### src/design/afb_pkg.sv
// Shared types, register indexes, a saturation helper and a product helper for
// the affine rectangle bounding box block. No dependencies.
`default_nettype none

package afb_pkg;

  localparam int QW = 32;
  localparam int WW = 50;
  localparam int PW = 48;

  typedef logic signed [QW-1:0] q_t;
  typedef logic signed [WW-1:0] wide_t;
  typedef logic signed [PW-1:0] prod_t;
  typedef q_t [3:0] quad_t;

  typedef struct packed {
    q_t xx;
    q_t xy;
    q_t ox;
    q_t yx;
    q_t yy;
    q_t oy;
  } coef_t;

  typedef struct packed {
    q_t height;
    q_t width;
    q_t top;
    q_t left;
  } box_t;

  localparam logic [2:0] REG_COEF_XX  = 3'd0;
  localparam logic [2:0] REG_COEF_XY  = 3'd1;
  localparam logic [2:0] REG_OFFSET_X = 3'd2;
  localparam logic [2:0] REG_COEF_YX  = 3'd3;
  localparam logic [2:0] REG_COEF_YY  = 3'd4;
  localparam logic [2:0] REG_OFFSET_Y = 3'd5;

  localparam q_t Q_ONE = 32'sh0001_0000;
  localparam q_t Q_MAX = 32'sh7fff_ffff;
  localparam q_t Q_MIN = 32'sh8000_0000;

  function automatic q_t sat_q(input wide_t v);
    logic hi_ones;
    logic hi_zeros;
    hi_ones  = &v[WW-1:QW-1];
    hi_zeros = ~|v[WW-1:QW-1];
    if (hi_ones || hi_zeros) begin
      return v[QW-1:0];
    end else if (v[WW-1]) begin
      return Q_MIN;
    end else begin
      return Q_MAX;
    end
  endfunction

  // Full product, then drop 16 fraction bits (floor).
  function automatic prod_t mul_q(input q_t a, input q_t b);
    logic signed [2*QW-1:0] p;
    p = 64'(a) * 64'(b);
    return p[2*QW-1:16];
  endfunction

endpackage

`default_nettype wire

### src/design/afb_edges.sv
// Input register and corner edge stage: forms saturated right and bottom edges.
// Depends on afb_pkg.
`default_nettype none

module afb_edges
  import afb_pkg::*;
(
  input  wire logic clk,
  input  wire logic rst,
  input  wire logic in_valid,
  output logic      in_ready,
  input  wire box_t in_rect,
  output logic      out_valid,
  input  wire logic out_ready,
  output q_t        left,
  output q_t        top,
  output q_t        right,
  output q_t        bottom
);

  logic v0;
  box_t rect0;
  logic ld0;
  logic ld1;

  assign ld1       = !out_valid || out_ready;
  assign ld0       = !v0 || ld1;
  assign in_ready  = ld0;

  always_ff @(posedge clk) begin
    if (rst) begin
      v0        <= 1'b0;
      out_valid <= 1'b0;
    end else begin
      if (ld0) begin
        v0 <= in_valid;
      end
      if (ld1) begin
        out_valid <= v0;
      end
    end
    if (ld0 && in_valid) begin
      rect0 <= in_rect;
    end
    if (ld1 && v0) begin
      left   <= rect0.left;
      top    <= rect0.top;
      right  <= sat_q(wide_t'(rect0.left) + wide_t'(rect0.width));
      bottom <= sat_q(wide_t'(rect0.top) + wide_t'(rect0.height));
    end
  end

endmodule

`default_nettype wire

### config.mk
export PLATFORM = sky130hd
export DESIGN_NAME = afb_edges
export DESIGN_NICKNAME = d
export VERILOG_FILES = /design/src/design/afb_pkg.sv /design/src/design/afb_edges.sv
export SDC_FILE = /design/constraint.sdc
export NUM_CORES = 1
export LEC_CHECK = 0
export BUFFER_PORTS_ARGS = -buffer_cell sky130_fd_sc_hd__buf_2
export CORE_AREA = 3 3 197 179
export CTS_CLUSTER_SIZE = 25
export DETAILED_ROUTE_END_ITERATION = 10
export DIE_AREA = 0 0 200 182
export PLACE_DENSITY = 0.51
export SYNTH_ARGS = -nofsm -noshare
export SYNTH_HDL_FRONTEND = slang
export SYNTH_SLANG_ARGS = --single-unit
### constraint.sdc
create_clock -name clk -period 23 [get_ports clk]
set_clock_uncertainty 0.05 [all_clocks]
set_input_delay 4.6 -clock clk [delete_from_list [all_inputs] [get_ports clk]]
set_output_delay 4.6 -clock clk [all_outputs]
set_load 0.05 [all_outputs]
==> impl_metrics.tcl <==
set metrics [dict create \
    synth_commonest_cells "edfxtp_1 (256), a21oi_1 (74), o21ai_0 (65)" \
    tightest_slew_ps 1070 \
    num_antenna_cells 0 \
    top_layer_used "met5" \
    endpoint_kind "output port" \
    cts_sinks 258 \
    synth_top_area_share_pct 66.1 \
    swShare_pct 28.1 \
    grt_usage_pct 14.7 \
    p_sw_mw 0.361 \
    viasPerCell 4.79 \
    fmax_mhz 100 \
    cp_data_required_time_ps 18350 \
    syn_to_final_growth_pct 24.0 \
    met1_length_microns 11600 \
    synthCells 812 \
    start_util_pct 35.0 \
    cts_buffers 28 \
    pwr-share-comb_pct 18.7 \
    min_period_ps 9980 \
    gp_congestion 0.769 \
    synth_top_family_by_area "compound AO/OA/AOI/OAI gates" \
    finalWorstSetupSlack_ps 13020 \
    grt_pass1_vias 7655 \
    ys_seq_area_share_pct 66.5 \
    wl_met3_microns 2130 \
    synth-seq-cells 258 \
    synthArstFlopShare_pct 0 \
    cts_buffer_depth 3 \
    netlist_top_cells_area "edfxtp_1 (66%), ha_1 (6.9%), a21oi_1 (3.2%)" \
    syn-num-nets 1010 \
    synth.most_common_cell "edfxtp_1" \
    grt_max_degree 67 \
    synth_warnings 0 \
    synth_cell_types 62 \
    yosysTopAreaCell "edfxtp_1" \
    fin_crit_sh_pct 43.4 \
    antenna_left 0 \
    fp.dieH_microns 182 \
    cts-root-buf "clkbuf_16" \
    portBuffers 261 \
    synthXorXnorAreaFrac_pct 4.67 \
    die_area_sq_um 36400 \
    cts.htree.levels 1 \
    dp_hpwl_microns 20600 \
    start_kind "input pin" \
    worstHoldPathType "flip-flop to flip-flop" \
    cts_setup_buffers 0 \
    rows 63 \
    routedWlPerCell_microns 17.7 \
    power.internal_mw 0.924 \
    power_density_nw_per_um2 89.2 \
    die_w_microns 200 \
    worst_ep_arrival_time_ps 5330 \
    path_class "input pin to output port" \
    worstSkewPairLatency_ps 550 \
    antenna_found_initial 6 \
    slew_headroom_pct 28.2 \
    overflow 0 \
    met2_length_microns 13300 \
    finalSetupViolCount 0 \
    synth_compound_area_share_pct 14.1 \
    nNetsFinal 1287 \
    cp_max_fo 4 \
    drcViolationCount 0 \
    clk_pin_slew_ps 60 \
    leakagePower_nw 5.64 \
    hold_viol 0 \
    num_vias 7507 \
    rsz0062_at_grt "false" \
    drive_gt1_share_pct 30.1 \
    final_max_slew_viol_count 0 \
    io_pins 262 \
    wirelength_microns 27700 \
    core_sq_um 33200 \
    irDropWorstVdd_v 0.0000621 \
    synth-adder-area-share_pct 7.58 \
    yosys_most_used_dff "edfxtp_1" \
    pre_cts_ws_ps 13010 \
    maxCapViolations 0 \
    synthMuxAreaShare_pct 0.258 \
    avgSynthCellArea_sq_um 14.3 \
    cts_tree "yes" \
    status "finished, final reports clean" \
    synth_area_sq_um 11600 \
    cts.repair.resized 0 \
    seqPwrFrac_pct 44.6 \
    firstDrtPassIters 6 \
    synth_edf_count 256 \
    synthSimpleGateAreaFrac_pct 5.44 \
    cts_hold_repair.buffers 0 \
    drt_iter0_drc 269 \
    setup_tns_ps 0 \
    clkPwrFrac_pct 36.6 \
    grt_pass1_wl_microns 41800 \
]
==> stage by stage <==
stage / hold slack (ps) / std cells / area [sq um] / utilization [%] / total power [mW]
floorplan: 383 / 812 / 11600 / - / 0.766
global placement: 391 / 1514 / 13400 / 40.5 / 0.826
detailed placement: 395 / 1514 / 13400 / 40.5 / 0.827
CTS: 404 / 1566 / 14400 / 43.4 / 1.30
global route: 414 / 1566 / 14400 / 43.4 / 1.34
finish: 400 / 1566 / 14400 / 43.4 / 1.29
==> flip-flops by register name, summed over array words and instances, names as in the netlist <==
register / count
v0: 1
rect0: 128
left: 32
out_valid: 1
bottom: 32
top: 32
right: 32
==> area by class of cell <==
type	count	area, sq um
Sequential cell	258	7730
Timing Repair Buffer	266	1340
Tap cell	455	569
Clock buffer	30	729
Inverter	17	63.8
Clock inverter	22	241
Multi-Input combinational cell	518	3730
Fill cell	3085	18800
==> per-layer routing <==
metal  vias up  track usage (%)
li1       3703                -
met1      3557             18.2
met2       191             24.7
met3        44             5.25
met4        12             3.29
met5         -                0
==> final timing paths <==
path,startpoint,endpoint,slack [ps],depth (start not counted)
worst min-delay path,rect0[0],left[0],400,0
worst min register to register,rect0[0],left[0],400,0
worst max-delay path,out_ready,in_ready,13020,4
worst max register to register,rect0[45],bottom[17],18720,10
==> kinds of logic after synthesis <==
| logic type | Yosys count |
|---|---|
| multiplexers | 3 |
| buffers and inverters | 36 |
| AO/OA/AOI/OAI | 252 |
| XOR/XNOR | 62 |
| flip-flops | 258 |
| adder cells (fa/ha/maj) | 70 |
| AND/OR/NAND/NOR | 131 |
==> critical path, stage by stage <==
cell	delay (ps)
buf_2	90
nor2b_1	300
nand2_1	120
buf_2	220
==> power by group through the flow <==
stage	Clock [mW]	Combinational, mW	Sequential, mW
detailed placement	0	0.243	0.584
CTS	0.486	0.244	0.574
floorplan	0	0.122	0.644
global route	0.505	0.264	0.577
global placement	0	0.242	0.584
finish	0.471	0.241	0.574
==> layout by cell type (no fill, tap or decap), types with 3 or more instances in the layout <==
master,instances
o211ai_1,13
a21oi_2,8
clkinv_1,5
nand2b_1,6
a21oi_1,74
o21bai_1,7
edfxtp_1,256
nor4_1,4
clkbuf_16,29
nand2_1,39
nand4_1,11
and3_1,8
a21o_1,28
nor3_1,9
a31oi_1,5
buf_2,261
and2_1,5
nand3_1,7
o21a_1,9
xor2_1,29
o31ai_1,4
maj3_1,4
mux2i_1,3
bufinv_16,5
clkinv_2,8
xnor2_1,33
a211oi_1,7
ha_1,64
nor2_1,30
buf_4,5
o21ai_2,3
o21ai_0,65
inv_1,16
nor2b_1,7
Power figures use the tool's default switching activity.
