`src/design/afb_pkg.sv`:
```
// Shared types, register indexes, a saturation helper and a product helper for
// the affine rectangle bounding box block. No dependencies.
`default_nettype none

package afb_pkg;

  localparam int QW = 32;
  localparam int WW = 50;
  localparam int PW = 48;

  typedef logic signed [QW-1:0] q_t;
  typedef logic signed [WW-1:0] wide_t;
  typedef logic signed [PW-1:0] prod_t;
  typedef q_t [3:0] quad_t;

  typedef struct packed {
    q_t xx;
    q_t xy;
    q_t ox;
    q_t yx;
    q_t yy;
    q_t oy;
  } coef_t;

  typedef struct packed {
    q_t height;
    q_t width;
    q_t top;
    q_t left;
  } box_t;

  localparam logic [2:0] REG_COEF_XX  = 3'd0;
  localparam logic [2:0] REG_COEF_XY  = 3'd1;
  localparam logic [2:0] REG_OFFSET_X = 3'd2;
  localparam logic [2:0] REG_COEF_YX  = 3'd3;
  localparam logic [2:0] REG_COEF_YY  = 3'd4;
  localparam logic [2:0] REG_OFFSET_Y = 3'd5;

  localparam q_t Q_ONE = 32'sh0001_0000;
  localparam q_t Q_MAX = 32'sh7fff_ffff;
  localparam q_t Q_MIN = 32'sh8000_0000;

  function automatic q_t sat_q(input wide_t v);
    logic hi_ones;
    logic hi_zeros;
    hi_ones  = &v[WW-1:QW-1];
    hi_zeros = ~|v[WW-1:QW-1];
    if (hi_ones || hi_zeros) begin
      return v[QW-1:0];
    end else if (v[WW-1]) begin
      return Q_MIN;
    end else begin
      return Q_MAX;
    end
  endfunction

  // Full product, then drop 16 fraction bits (floor).
  function automatic prod_t mul_q(input q_t a, input q_t b);
    logic signed [2*QW-1:0] p;
    p = 64'(a) * 64'(b);
    return p[2*QW-1:16];
  endfunction

endpackage

`default_nettype wire

```
`src/design/afb_box.sv`:
```
// Bounding box stage: registered min/max over four corners, then the output
// register with saturated extents. Depends on afb_pkg.
`default_nettype none

module afb_box
  import afb_pkg::*;
(
  input  wire logic  clk,
  input  wire logic  rst,
  input  wire logic  in_valid,
  output logic       in_ready,
  input  wire quad_t cx,
  input  wire quad_t cy,
  output logic       out_valid,
  input  wire logic  out_ready,
  output box_t       box
);

  logic vm;
  q_t   xmin, xmax, ymin, ymax;
  logic ldm;
  logic ldo;

  function automatic q_t min4(input quad_t c);
    q_t a;
    q_t b;
    a = (c[1] < c[0]) ? c[1] : c[0];
    b = (c[3] < c[2]) ? c[3] : c[2];
    return (b < a) ? b : a;
  endfunction

  function automatic q_t max4(input quad_t c);
    q_t a;
    q_t b;
    a = (c[1] > c[0]) ? c[1] : c[0];
    b = (c[3] > c[2]) ? c[3] : c[2];
    return (b > a) ? b : a;
  endfunction

  assign ldo      = !out_valid || out_ready;
  assign ldm      = !vm || ldo;
  assign in_ready = ldm;

  always_ff @(posedge clk) begin
    if (rst) begin
      vm        <= 1'b0;
      out_valid <= 1'b0;
    end else begin
      if (ldm) begin
        vm <= in_valid;
      end
      if (ldo) begin
        out_valid <= vm;
      end
    end
    if (ldm && in_valid) begin
      xmin <= min4(cx);
      xmax <= max4(cx);
      ymin <= min4(cy);
      ymax <= max4(cy);
    end
    if (ldo && vm) begin
      box.left   <= xmin;
      box.top    <= ymin;
      box.width  <= sat_q(wide_t'(xmax) - wide_t'(xmin));
      box.height <= sat_q(wide_t'(ymax) - wide_t'(ymin));
    end
  end

endmodule

`default_nettype wire

```
`config.mk`:
```
export PLATFORM = sky130hd
export DESIGN_NAME = afb_box
export DESIGN_NICKNAME = d
export VERILOG_FILES = /design/src/design/afb_pkg.sv /design/src/design/afb_box.sv
export SDC_FILE = /design/constraint.sdc
export NUM_CORES = 1
export LEC_CHECK = 0
export ABC_AREA = 1
export BUFFER_PORTS_ARGS = -buffer_cell sky130_fd_sc_hd__buf_2
export CAP_MARGIN = 20
export CORE_UTILIZATION = 30
export CTS_BUF_LIST = sky130_fd_sc_hd__clkbuf_4 sky130_fd_sc_hd__clkbuf_8 sky130_fd_sc_hd__clkbuf_16
export CTS_CLUSTER_SIZE = 14
export DETAILED_ROUTE_END_ITERATION = 7
export SLEW_MARGIN = 20
export SYNTH_ARGS = -nofsm -noshare
export SYNTH_HDL_FRONTEND = slang
export SYNTH_SLANG_ARGS = --single-unit
```
`constraint.sdc`:
```
create_clock -name clk -period 16.1 [get_ports clk]
set_input_delay 3.22 -clock clk [delete_from_list [all_inputs] [get_ports clk]]
set_output_delay 3.22 -clock clk [all_outputs]
set_load 0.01 [all_outputs]
```
==> flow_summary_export.csv <==
group,metric,value,unit
global_route,grt_pass1_wl,112600,µm
layout,drive_gt1_share,15.93,%
routing,vias_per_cell,4.925,
global_route,grt_max_degree,129,
routing,highest_layer,"met4",
flow_run,drv_cap,0,
floorplan,dieArea,76600,µm²
synth,synth.distinct_cells,54,
routing,wl_met2,34230,µm
global_route,grt_usage,18.91,%
sta,fmax,0.1127,GHz
routing,dr.pass1.iters,6,
floorplan,initial_core_util,30.37,%
clock_tree,cts_tree,"yes",
synth,async_flop_share,0,%
sta,finalCriticalPeriod,8872,ps
global_route,grt_pass1_vias,19400,
routing,wire_per_inst,17.55,µm
layout,layout.nets,3839,
pwr,seqPwrFrac,28.7,%
sta,slew_headroom,28.40,%
floorplan,row_count,100,
critical_path,reg2regPathDepth,17,
synth,synthesis.area,22650,µm²
pwr,p_int,2.408,mW
layout,areaGrowthSynthToFinish,17.21,%
status,status,"finished clean",
synth,yosysTopAreaCell,"edfxtp_1",
routing,ant_nets,0,
placement,dpl_cell_area,25460,µm²
critical_path,worstSetupPathType,"input port to flop",
synth,syn_nets,3500,
synth,yosys-top-cells-area,"edfxtp_1 (34%), ha_1 (18%), nand2_1 (10%)",
min_path,whs_path_depth,0,
clock_tree,root_buffer,"clkbuf_16",
sta,worstMarginPinSlew,1070,ps
synth,yosys-top-cells-count,"nand2_1 (625), inv_1 (432), ha_1 (318), o21ai_0 (311), edfxtp_1 (256)",
clock_tree,cts-htree-levels,1,
floorplan,io_pins,390,
clock_tree,postCtsHoldBufs,0,
critical_path,critical-path-top-delay-family,"simple AND/OR/NAND/NOR gates",
synth,yosysSeqAreaShare,34.12,%
routing,met3_length,4764,µm
routing,dr_total_vias,20990,
synth,yosysWarnings,0,
clock_tree,cts_resized,0,
critical_path,endpoint_kind,"flop",
critical_path,cp.depth,22,
pwr,ir_drop,0.1330,mV
synth,synth_most_common_cell,"nand2_1",
critical_path,start_kind,"input port",
synth,ys.flop_type,"edfxtp_1",
pwr,p_comb_share,54.8,%
layout,final_cells,4262,
routing,drt-total-wl,74790,µm
sta,fin_crit_sh,55.11,%
min_path,hold_path_class,"flop to flop",
clock_tree,clk_pin_slew,70,ps
global_route,antenna_found_initial,7,
pwr,switching_share,45.93,%
placement,place_inst,4195,
critical_path,timing.critical_path.slowest_stage_cell,"nand2_2",
layout,nFillCells,7861,
synth,synth_edf_count,256,
routing,drtIter0Drc,1646,
critical_path,worstPathArrival,9200,ps
floorplan,core-area,74570,µm²
pwr,total_power,4.454,mW
layout,postLayoutCellArea,26550,µm²
critical_path,cp.required,16430,ps
pwr,powerDensity,167.8,nW/µm²
placement,hpwl,61380,µm
sta,finalSetupViolations,0,
sta,fin_skew,10.72,ps
pwr,clkPwrFrac,16.5,%
sta,fin_tns_setup,0,ps
placement,port_buffers,389,
placement,place_congestion,0.9542,
floorplan,dieWidth,276.8,µm
synth,ys_ff_latch,258,
synth,synth_cells,2920,
sta,timing_hold_violations_final,0,
routing,wl_met1,33710,µm
pwr,p_sw,2.046,mW
clock_tree,cts_buffers,31,
pwr,p_leak,13.00,nW
clock_tree,clockBufferDepth,3,
floorplan,die_height,276.8,µm
clock_tree,clk_latency,590,ps
sta,rsz0062_at_grt,"no",
clock_tree,cts.sinks,258,
sta,final_max_slew_viol_count,0,
critical_path,crit_fanout,64,
clock_tree,post_cts_buffers,0,
synth,yosysTopAreaCellShare,33.94,%
global_route,grt_overflow,0,
critical_path,worst_path_largest_cell_delay,790,ps
critical_path,crit_chain,"buf_2, inv_1, ha_1, a21o_1, nor2_1, a21oi_1, nor2_1, nand3_1, nand2_2, a31o_2, buf_4, a21oi_1, ha_1, nand4_1, or3_1, nor4_1, nand2_1, o2111ai_1, xor2_1, a21oi_4, buf_4, o21ai_0",
routing,drc_errors,0,
synth,avgSynthCellArea,7.757,µm²
critical_path,crit_buf_inv,4,
[cell families after synthesis]
| logic type | Yosys count | synth area share (%) |
|---|---|---|
| simple gates | 1059 | 19.71 |
| fa+ha+maj | 320 | 17.74 |
| flops | 258 | 34.12 |
| compound gates | 689 | 16.46 |
| buf+inv | 530 | 9.458 |
| xor+xnor | 64 | 2.508 |
[power groups by stage]
| stage | sequential (mW) | clock [mW] | combinational, mW |
|---|---|---|---|
| after floorplan | 1.28 | 0 | 1.71 |
| after global placement | 1.29 | 0 | 2.40 |
| after detailed placement | 1.30 | 0 | 2.42 |
| after CTS | 1.28 | 0.751 | 2.42 |
| after global routing | 1.30 | 0.770 | 2.74 |
| final | 1.28 | 0.734 | 2.44 |
[layout by cell type (no fill, tap or decap), types with 6 or more instances in the layout]
cell / n
a211oi_1: 9
a21o_1: 7
a21oi_1: 234
a31oi_1: 24
buf_2: 389
buf_4: 12
clkbuf_16: 31
clkinv_2: 7
diode_2: 9
edfxtp_1: 256
ha_1: 318
inv_1: 431
inv_6: 6
nand2_1: 622
nand2_2: 12
nand3_1: 176
nand3_2: 7
nand4_1: 24
nor2_1: 169
nor3_1: 9
nor4_1: 9
o21a_1: 9
o21ai_0: 311
o21ai_1: 44
o31ai_1: 8
or2_2: 15
xnor2_1: 35
xor2_1: 28
[per-stage QoR]
stage / hold WS [ps] / worst slack (ps) / utilization, %
after floorplan: 426.4 / 6023 / -
after global placement: 430.6 / 6802 / 34.15
after detailed placement: 440.4 / 6608 / 34.15
after CTS: 448.3 / 7270 / 35.56
after global routing: 462.9 / 6648 / 35.59
final: 446.7 / 7228 / 35.60
[final timing paths]
check / startpoint / to / slack (ps)
hold reg to reg: ymin[8]$_DFFE_PP_ / box[40]$_DFFE_PP_ / 450
setup / recovery: cx[87] / xmax[14]$_DFFE_PP_ / 7230
setup reg to reg: xmin[0]$_DFFE_PP_ / box[78]$_DFFE_PP_ / 11710
hold / removal: ymin[8]$_DFFE_PP_ / box[40]$_DFFE_PP_ / 450
[layer usage]
metal  global-route usage, %  vias up
li1                        -    10610
met1                   25.81     9569
met2                   31.41      718
met3                   1.831       94
met4                   5.798        0
met5                       0        -
[flip-flops by register name, indices dropped and copies added, names as in the netlist]
signal and cells:
box 128, xmax 32, xmin 32, ymax 32, ymin 32, out_valid 1, vm 1
[cell type report]
cell class | count | area [µm²] | area share [%]
Timing Repair Buffer | 402 | 2057 | 7.748
Antenna cell | 9 | 22.52 | 0.08483
Multi-Input combinational cell | 2132 | 12840 | 48.36
Inverter | 434 | 1634 | 6.155
Clock buffer | 34 | 798.3 | 3.007
Tap cell | 969 | 1212 | 4.567
Clock inverter | 24 | 256.5 | 0.9662
Sequential cell | 258 | 7727 | 29.11
No activity file was read; power rests on OpenSTA's default activity.
